===== src/lru_content_cache_unit_defines.svh =====
// Assertion macros used by the cache top level.
`ifndef LRU_CONTENT_CACHE_UNIT_DEFINES_SVH
`define LRU_CONTENT_CACHE_UNIT_DEFINES_SVH

`ifndef ASSERT_OFF
`define LCC_ASSERT(lbl, prop, msg) \
    lbl: assert property (@(posedge i_clk) disable iff (!i_rst_n) prop) else $error(msg);
`define LCC_ASSERT_ALWAYS(lbl, prop, msg) \
    lbl: assert property (@(posedge i_clk) prop) else $error(msg);
`else
`define LCC_ASSERT(lbl, prop, msg)
`define LCC_ASSERT_ALWAYS(lbl, prop, msg)
`endif

`endif


===== src/lcc_pkg.sv =====
// Shared types and constants of the LRU content cache.
package lcc_pkg;

    localparam int KEY_W = 64;
    localparam int CAP_W = 5;
    localparam int CMD_W = 2;
    localparam int OUT_W = 72;
    localparam logic [CAP_W-1:0] CAP_RESET = 5'd16;

    typedef enum logic [CMD_W-1:0] {
        CMD_LOOKUP = 2'd0,
        CMD_STORE  = 2'd1,
        CMD_PROBE  = 2'd2,
        CMD_FLUSH  = 2'd3
    } t_cmd;

    typedef enum logic [1:0] {
        ST_IDLE   = 2'b01,
        ST_UPDATE = 2'b10
    } t_state;

    // Per-cell control for one update cycle.
    typedef struct packed {
        logic shift;
        logic flush;
    } t_cell_ctrl;

endpackage


===== src/lcc_cell.sv =====
// One cache cell: a key and its valid bit, compared in place and shifted from the left neighbor.
module lcc_cell (
    input  logic                         i_clk,
    input  logic                         i_rst_n,
    input  logic [lcc_pkg::KEY_W-1:0]    i_cmp_key,
    input  logic [lcc_pkg::KEY_W-1:0]    i_left_key,
    input  logic                         i_left_valid,
    input  lcc_pkg::t_cell_ctrl          i_ctrl,
    output logic [lcc_pkg::KEY_W-1:0]    o_key,
    output logic                         o_valid,
    output logic                         o_match
);

    logic [lcc_pkg::KEY_W-1:0] r_key;
    logic                      r_valid;

    always_ff @(posedge i_clk) begin
        if (!i_rst_n) begin
            r_valid <= 1'b0;
        end else if (i_ctrl.flush) begin
            r_valid <= 1'b0;
        end else if (i_ctrl.shift) begin
            r_valid <= i_left_valid;
        end
    end

    always_ff @(posedge i_clk) begin
        if (i_ctrl.shift) begin
            r_key <= i_left_key;
        end
    end

    assign o_key   = r_key;
    assign o_valid = r_valid;
    assign o_match = r_valid && (r_key == i_cmp_key);

endmodule


===== src/lru_content_cache_unit.sv =====
// Top level of the LRU content cache: cell row, control sequencer and output register.
//
// Requests enter on the s_axis channel: tuser carries the command (lookup, store, probe,
// flush) and tdata the 64-bit key. Each item yields exactly one result on the m_axis
// channel with hit, eviction flag, evicted key and the full flag. The user sets the cache
// capacity via i_cfg_wr_en / i_cfg_wr_data only while idle; not enforced by the block.
//
// The result is loaded into the output register at the end of the update state, and
// no new item is accepted before that. In the accept cycle every cell compares its
// key against the request and the match vector is registered; in the update state a
// promote or a store miss shifts the row of cells toward the tail up to the hit or
// insert position while the head cell loads the request key, and a flush clears every cell.
//
// Reset empties the cache (all cells invalid, occupancy zero) and sets the
// capacity to 16. When the receiver stalls, the result is held in the output
// register and no further item is accepted until it has been taken.
`include "lru_content_cache_unit_defines.svh"

module lru_content_cache_unit #(
    parameter int ENTRIES = 16
) (
    input  logic                          i_clk,
    input  logic                          i_rst_n,
    input  logic                          s_axis_tvalid,
    output logic                          s_axis_tready,
    input  logic [lcc_pkg::KEY_W-1:0]     s_axis_tdata,   // [63:0] key
    input  logic [lcc_pkg::CMD_W-1:0]     s_axis_tuser,   // [1:0] cmd
    output logic                          m_axis_tvalid,
    input  logic                          m_axis_tready,
    // [0] hit, [1] evicted_valid, [65:2] evicted_key, [66] is_full, [71:67] zero
    output logic [lcc_pkg::OUT_W-1:0]     m_axis_tdata,
    input  logic                          i_cfg_wr_en,
    input  logic [lcc_pkg::CAP_W-1:0]     i_cfg_wr_data
);

    localparam int OCC_W = $clog2(ENTRIES + 1);
    localparam int CMP_W = (OCC_W > lcc_pkg::CAP_W) ? OCC_W : lcc_pkg::CAP_W;

    lcc_pkg::t_state              r_state;
    lcc_pkg::t_cmd                r_cmd;
    logic [lcc_pkg::KEY_W-1:0]    r_key;
    logic [ENTRIES-1:0]           r_match;
    logic [lcc_pkg::KEY_W-1:0]    r_last_key;
    logic [OCC_W-1:0]             r_occ;
    logic [OCC_W-1:0]             n_occ;
    logic [lcc_pkg::CAP_W-1:0]    r_cap;

    logic                         r_out_valid;
    logic                         r_hit;
    logic                         r_ev_valid;
    logic [lcc_pkg::KEY_W-1:0]    r_ev_key;
    logic                         r_full;

    logic [lcc_pkg::KEY_W-1:0]    w_cell_key   [ENTRIES];
    logic [ENTRIES-1:0]           w_cell_valid;
    logic [ENTRIES-1:0]           w_cell_match;
    lcc_pkg::t_cell_ctrl          w_ctrl       [ENTRIES];
    logic [lcc_pkg::KEY_W-1:0]    w_last_key;

    logic                         w_accept;
    logic                         w_update;
    logic                         w_hit;
    logic                         w_miss_store;
    logic                         w_evict;
    logic [OCC_W-1:0]             w_eff_cap;
    logic [OCC_W-1:0]             w_limit;
    logic [CMP_W-1:0]             w_cap_ext;

    assign w_accept = s_axis_tvalid && s_axis_tready;
    assign w_update = (r_state == lcc_pkg::ST_UPDATE);
    assign s_axis_tready = (r_state == lcc_pkg::ST_IDLE) && (!r_out_valid || m_axis_tready);

    // Capacity zero counts as one; anything above the cell count saturates.
    assign w_cap_ext = CMP_W'(r_cap);
    always_comb begin
        if (r_cap == '0) begin
            w_eff_cap = OCC_W'(1);
        end else if (w_cap_ext > CMP_W'(ENTRIES)) begin
            w_eff_cap = OCC_W'(ENTRIES);
        end else begin
            w_eff_cap = OCC_W'(w_cap_ext);
        end
    end

    assign w_hit        = (|r_match) && (r_cmd != lcc_pkg::CMD_FLUSH);
    assign w_miss_store = !w_hit && (r_cmd == lcc_pkg::CMD_STORE);
    assign w_evict      = w_miss_store && (r_occ >= w_eff_cap) && (r_occ != '0);
    // Last cell that moves on an insert: the tail when evicting, else the first free cell.
    assign w_limit      = w_evict ? (r_occ - OCC_W'(1)) : r_occ;

    genvar gi;
    generate
        for (gi = 0; gi < ENTRIES; gi++) begin : g_cell
            logic [lcc_pkg::KEY_W-1:0] w_left_key;
            logic                      w_left_valid;
            logic                      w_promote;

            if (gi == 0) begin : g_head
                assign w_left_key   = r_key;
                assign w_left_valid = 1'b1;
            end else begin : g_body
                assign w_left_key   = w_cell_key[gi-1];
                assign w_left_valid = w_cell_valid[gi-1];
            end

            // A cell moves on a promote when the hit lies at or beyond it.
            assign w_promote = |(r_match >> gi);

            always_comb begin
                w_ctrl[gi].flush = w_update && (r_cmd == lcc_pkg::CMD_FLUSH);
                w_ctrl[gi].shift = 1'b0;
                if (w_update) begin
                    if (w_hit && (r_cmd != lcc_pkg::CMD_PROBE)) begin
                        w_ctrl[gi].shift = w_promote;
                    end else if (w_miss_store) begin
                        w_ctrl[gi].shift = (OCC_W'(gi) <= w_limit);
                    end
                end
            end

            lcc_cell u_cell (
                .i_clk        (i_clk),
                .i_rst_n      (i_rst_n),
                .i_cmp_key    (s_axis_tdata),
                .i_left_key   (w_left_key),
                .i_left_valid (w_left_valid),
                .i_ctrl       (w_ctrl[gi]),
                .o_key        (w_cell_key[gi]),
                .o_valid      (w_cell_valid[gi]),
                .o_match      (w_cell_match[gi])
            );
        end
    endgenerate

    // Key of the least recent cell, picked while the request is accepted.
    always_comb begin
        w_last_key = '0;
        for (int i = 0; i < ENTRIES; i++) begin
            if (OCC_W'(i + 1) == r_occ) begin
                w_last_key = w_last_key | w_cell_key[i];
            end
        end
    end

    always_comb begin
        n_occ = r_occ;
        if (w_update) begin
            if (r_cmd == lcc_pkg::CMD_FLUSH) begin
                n_occ = '0;
            end else if (w_miss_store && !w_evict) begin
                n_occ = r_occ + OCC_W'(1);
            end
        end
    end

    always_ff @(posedge i_clk) begin
        if (!i_rst_n) begin
            r_state <= lcc_pkg::ST_IDLE;
            r_occ   <= '0;
            r_cap   <= lcc_pkg::CAP_RESET;
        end else begin
            r_occ <= n_occ;
            if (i_cfg_wr_en) begin
                r_cap <= i_cfg_wr_data;
            end
            unique case (r_state)
                lcc_pkg::ST_IDLE: begin
                    if (w_accept) begin
                        r_state <= lcc_pkg::ST_UPDATE;
                    end
                end
                lcc_pkg::ST_UPDATE: begin
                    r_state <= lcc_pkg::ST_IDLE;
                end
                default: begin
                    r_state <= lcc_pkg::ST_IDLE;
                end
            endcase
        end
    end

    always_ff @(posedge i_clk) begin
        if (w_accept) begin
            r_cmd      <= lcc_pkg::t_cmd'(s_axis_tuser);
            r_key      <= s_axis_tdata;
            r_match    <= w_cell_match;
            r_last_key <= w_last_key;
        end
    end

    always_ff @(posedge i_clk) begin
        if (!i_rst_n) begin
            r_out_valid <= 1'b0;
        end else if (w_update) begin
            r_out_valid <= 1'b1;
        end else if (m_axis_tready) begin
            r_out_valid <= 1'b0;
        end
    end

    always_ff @(posedge i_clk) begin
        if (w_update) begin
            r_hit      <= w_hit;
            r_ev_valid <= w_evict;
            r_ev_key   <= w_evict ? r_last_key : '0;
            r_full     <= (n_occ >= w_eff_cap);
        end
    end

    assign m_axis_tvalid = r_out_valid;
    assign m_axis_tdata  = {5'd0, r_full, r_ev_key, r_ev_valid, r_hit};

    `LCC_ASSERT(a_valid_count, ($countones(w_cell_valid) == int'(r_occ)), "valid cells differ from occupancy")
    `LCC_ASSERT(a_match_unique, (w_update |-> $onehot0(r_match)), "key held in more than one cell")
    `LCC_ASSERT(a_evict_full, ((r_out_valid && r_ev_valid) |-> (r_full && !r_hit)), "eviction without full cache")
    `LCC_ASSERT(a_accept_update, (w_accept |=> w_update), "accepted item not processed")
    `LCC_ASSERT_ALWAYS(a_occ_bound, (!i_rst_n || (int'(r_occ) <= ENTRIES)), "occupancy beyond cell count")

endmodule


===== config.mk =====
export PLATFORM = sky130hd
export DESIGN_NAME = lru_content_cache_unit
export DESIGN_NICKNAME = d
export VERILOG_FILES = /design/src/lcc_pkg.sv /design/src/lcc_cell.sv /design/src/lru_content_cache_unit.sv
export VERILOG_INCLUDE_DIRS = /design/src /design/src/src
export SDC_FILE = /design/constraint.sdc
export NUM_CORES = 2
export LEC_CHECK = 0
export ABC_CLOCK_PERIOD_IN_PS = 19000
export BUFFER_PORTS_ARGS = -buffer_cell sky130_fd_sc_hd__buf_2
export CORE_MARGIN = 2
export CORE_UTILIZATION = 35
export CTS_CLUSTER_SIZE = 10
export DETAILED_ROUTE_END_ITERATION = 10
export SYNTH_ARGS = -nofsm -noshare
export SYNTH_HDL_FRONTEND = slang
export SYNTH_SLANG_ARGS = --single-unit

===== constraint.sdc =====
create_clock -name i_clk -period 19 [get_ports i_clk]
set_clock_uncertainty 0.1 [all_clocks]
set_input_delay 1.9 -clock i_clk [delete_from_list [all_inputs] [get_ports i_clk]]
set_output_delay 1.9 -clock i_clk [all_outputs]
set_load 0.01 [all_outputs]

==> results.ini <==
[placed_design]
dp_hpwl_um=314400
dpl.cell_count=6154
gp_congestion=1.149
portBuffers=144

[synthesis]
synth.cell_area_um2=56830
synthFlopType=edfxtp_1
synth-edff-count=1237
synthCells=3924
ys_ff_latch=1266
ys_types=66
yosysWarningCount=0
synth_top_area_share=0.6536
syn_area_per_cell_um2=14.48
ys_seq_area_frac=0.6639
synth_top_cell_by_area=edfxtp_1
synth-async-reset-ratio=0
yosys-top-cells-area=edfxtp_1, xnor2_1, xor2_1

[detailed_routing]
firstDrtPassIters=5
ant_nets=0
detailroute.via_count=46120
drc=0
wire_per_inst_um=63.54
wl_um=407700
via_per_inst=7.188
drtIter0Drc=9201

[die]
core_um2=160900
die_h_um=406.9
ios=150
die_area_um2=165600
start_util=0.3531
rows=147
die-width_um=406.9

[critical_path]
cp.required_ns=19.35
path_max_fanout=33
critical_path_class=flop to flop
worstPathCellList=or4_1, nor4_4, and3b_1, nand3_1, mux2i_1, o21ai_1, nor3_2, buf_4, buf_4
startpoint=r_match[11]
endpoint_kind=flop
cp_slowest_stage_delay_ns=0.93
r2r-start=r_match[11]
worst_setup_path_start_kind=flop
critPathArrivalTime_ns=6.29
path_common_cell=buf_4
slowest_stage=and3b_1

[run_status]
status=finished, violations left
violations=capacitance limit, slew limit

[timing]
max_slew.worst_pin.slew_ns=1.592
slew_headroom=-0.08903
rsz0062_at_grt=no
post-route-period-util=0.3126
fmax_ghz=0.1684
slew_viol_final=6
setup_viol=0
hold_viol_final=0
post-route-min-period_ns=5.940
tns_ns=0

[clock_network]
cts_resized=0
cts_tree=built
clk_path_buf_depth=3
cts.htree.levels=4
clock-sinks=1266
cts-root-buf=clkbuf_16
clk_pin_slew_ns=0.06
worstSkewPairLatency_ns=0.86
hold_buffers=0
postCtsSetupBuffers=0
cts_buffers=151

[global_routing]
antenna_found_initial=92
grt_start_max_net_pins=67
grt_pass1_wl_um=500900
grt_use_total=0.4867
overflow=0
grt_pass1_vias=40930

[finish]
nNetsFinal=4239
synthToLayoutAreaGrowth_pct=15.50
fin_cells=6416
fillCellCount=14990
drive_gt1_frac=0.1337

[hold_path]
hold_path_class=flop to flop
hp-start=g_cell[0].w_left_key[44]

[pwr]
p_leak_uw=0.02098
ir_drop_v=0.0001043
p_per_area_nw_per_um2=95.46

[run]
cap_violations=4

[worst max-delay path, delay by kind of cell, from the launching register on]
| kind | cells | cell delay, ns |
|---|---|---|
| AND/OR/NAND/NOR | 5 | 2.57 |
| flip-flops | 1 | 0.61 |
| AO/OA/AOI/OAI | 1 | 0.21 |
| multiplexers | 1 | 0.27 |
| buffers and inverters | 2 | 1.66 |
[path summary, 6_finish.rpt]
check,slack [ns],end,cells past startpoint
worst max-delay path,13.06,g_cell[13].u_cell.o_key[42],9
worst min-delay path,0.30,g_cell[0].u_cell.o_key[44],0
worst min register to register,0.30,g_cell[0].u_cell.o_key[44],0
worst max register to register,13.06,g_cell[13].u_cell.o_key[42],9
[power breakdown]
group	total, uW	switching (uW)	internal, uW
combinational	459	375	84.1
sequential	3090	25.0	3070
clock	2720	1210	1510
[through the flow]
step,total power (uW),worst slack (ns),util,cell area (um2),hold slack (ns)
6_report,6266,13.06,0.4079,65640,0.2966
5_1_grt,6343,13.05,0.4073,65550,0.3086
4_1_cts,6232,13.26,0.4071,65520,0.2913
3_5_place_dp,3572,12.78,0.3801,61170,0.3045
3_3_place_gp,3576,12.26,0.3799,61140,0.3006
2_1_floorplan,3293,9.984,-,56840,0.3003
[state kept, by name, summed over array words and instances (netlist names)]
signal and count:
r_ev_key 64, m_axis_tvalid 1, r_match 16, r_ev_valid 1, r_full 1, r_cap 5, g_cell.u_cell.o_key 1024, r_hit 1
g_cell.w_left_key 64, r_last_key 64, r_cmd 2, r_occ 5, g_cell.u_cell.o_valid 16, r_state 2
[logic make-up after synthesis]
kind of cell | count (synthesis) | share of synthesized area
DFF | 1266 | 0.6639
AOI/OAI and AO/OA | 859 | 0.1248
xor gates and xnor gates | 743 | 0.1145
and+or+nand+nor | 610 | 0.06229
buffers and inverters | 410 | 0.02763
muxes | 19 | 0.003347
adders and majority gates | 16 | 0.003523
other | 1 | 0.00006599
[routing by layer]
metal,up-vias,share of wire,track usage
li1,16100,-,-
met4,46,0.090,0.3583
met5,-,0.00077,0
met2,4862,0.41,0.6759
met3,1130,0.13,0.1768
met1,23980,0.37,0.6192
[synth_stat cells (all sizes together) (6+ instances only)]
cell	number
dfxtp	29
inv	145
o22ai	104
nand3	32
and2	52
o221ai	11
clkbuf	205
o2bb2ai	32
xnor2	397
xor2	346
o21ai	21
a221oi	314
a22o	274
a221o	8
nand2	55
nand4	198
nor2	56
a2bb2oi	6
a222oi	9
edfxtp	1237
a22oi	25
mux2i	19
clkinv	11
or4	7
a21oi	20
nor3	29
ha	16
nor4	137
o211ai	6
buf	49
and3	21
a2111oi	6
[cell usage in the layout, fill, tap and decap left out, types with 15 or more instances in the layout]
master / count
nor4_1: 116
nand4_1: 198
a221oi_1: 312
nor4_2: 19
clkinv_1: 20
ha_1: 15
and3_1: 20
and2_1: 50
o21ai_0: 17
nand3_1: 32
o2bb2ai_1: 32
xnor2_1: 395
diode_2: 46
buf_2: 145
nor2_1: 44
xor2_1: 342
a22oi_1: 25
clkbuf_16: 155
nand2_1: 55
o22ai_1: 104
mux2i_1: 19
a22o_1: 274
a21oi_1: 16
nor3_1: 22
dfxtp_1: 29
edfxtp_1: 1237
buf_4: 164
inv_1: 141
clkbuf_1: 33
[final cells by class]
cell class / count / area, um2 / area share
flip-flops and latches: 1266 / 37730 / 0.5748
clock inverters: 27 / 329.1 / 0.005013
clock buffers: 189 / 4016 / 0.06119
inverters: 156 / 590.6 / 0.008997
multi-input cells: 2252 / 17980 / 0.2739
repair buffers: 320 / 2177 / 0.03317
well taps: 2160 / 2703 / 0.04117
diodes: 46 / 115.1 / 0.001754
Note: power is estimated with default switching activity, not from simulation.
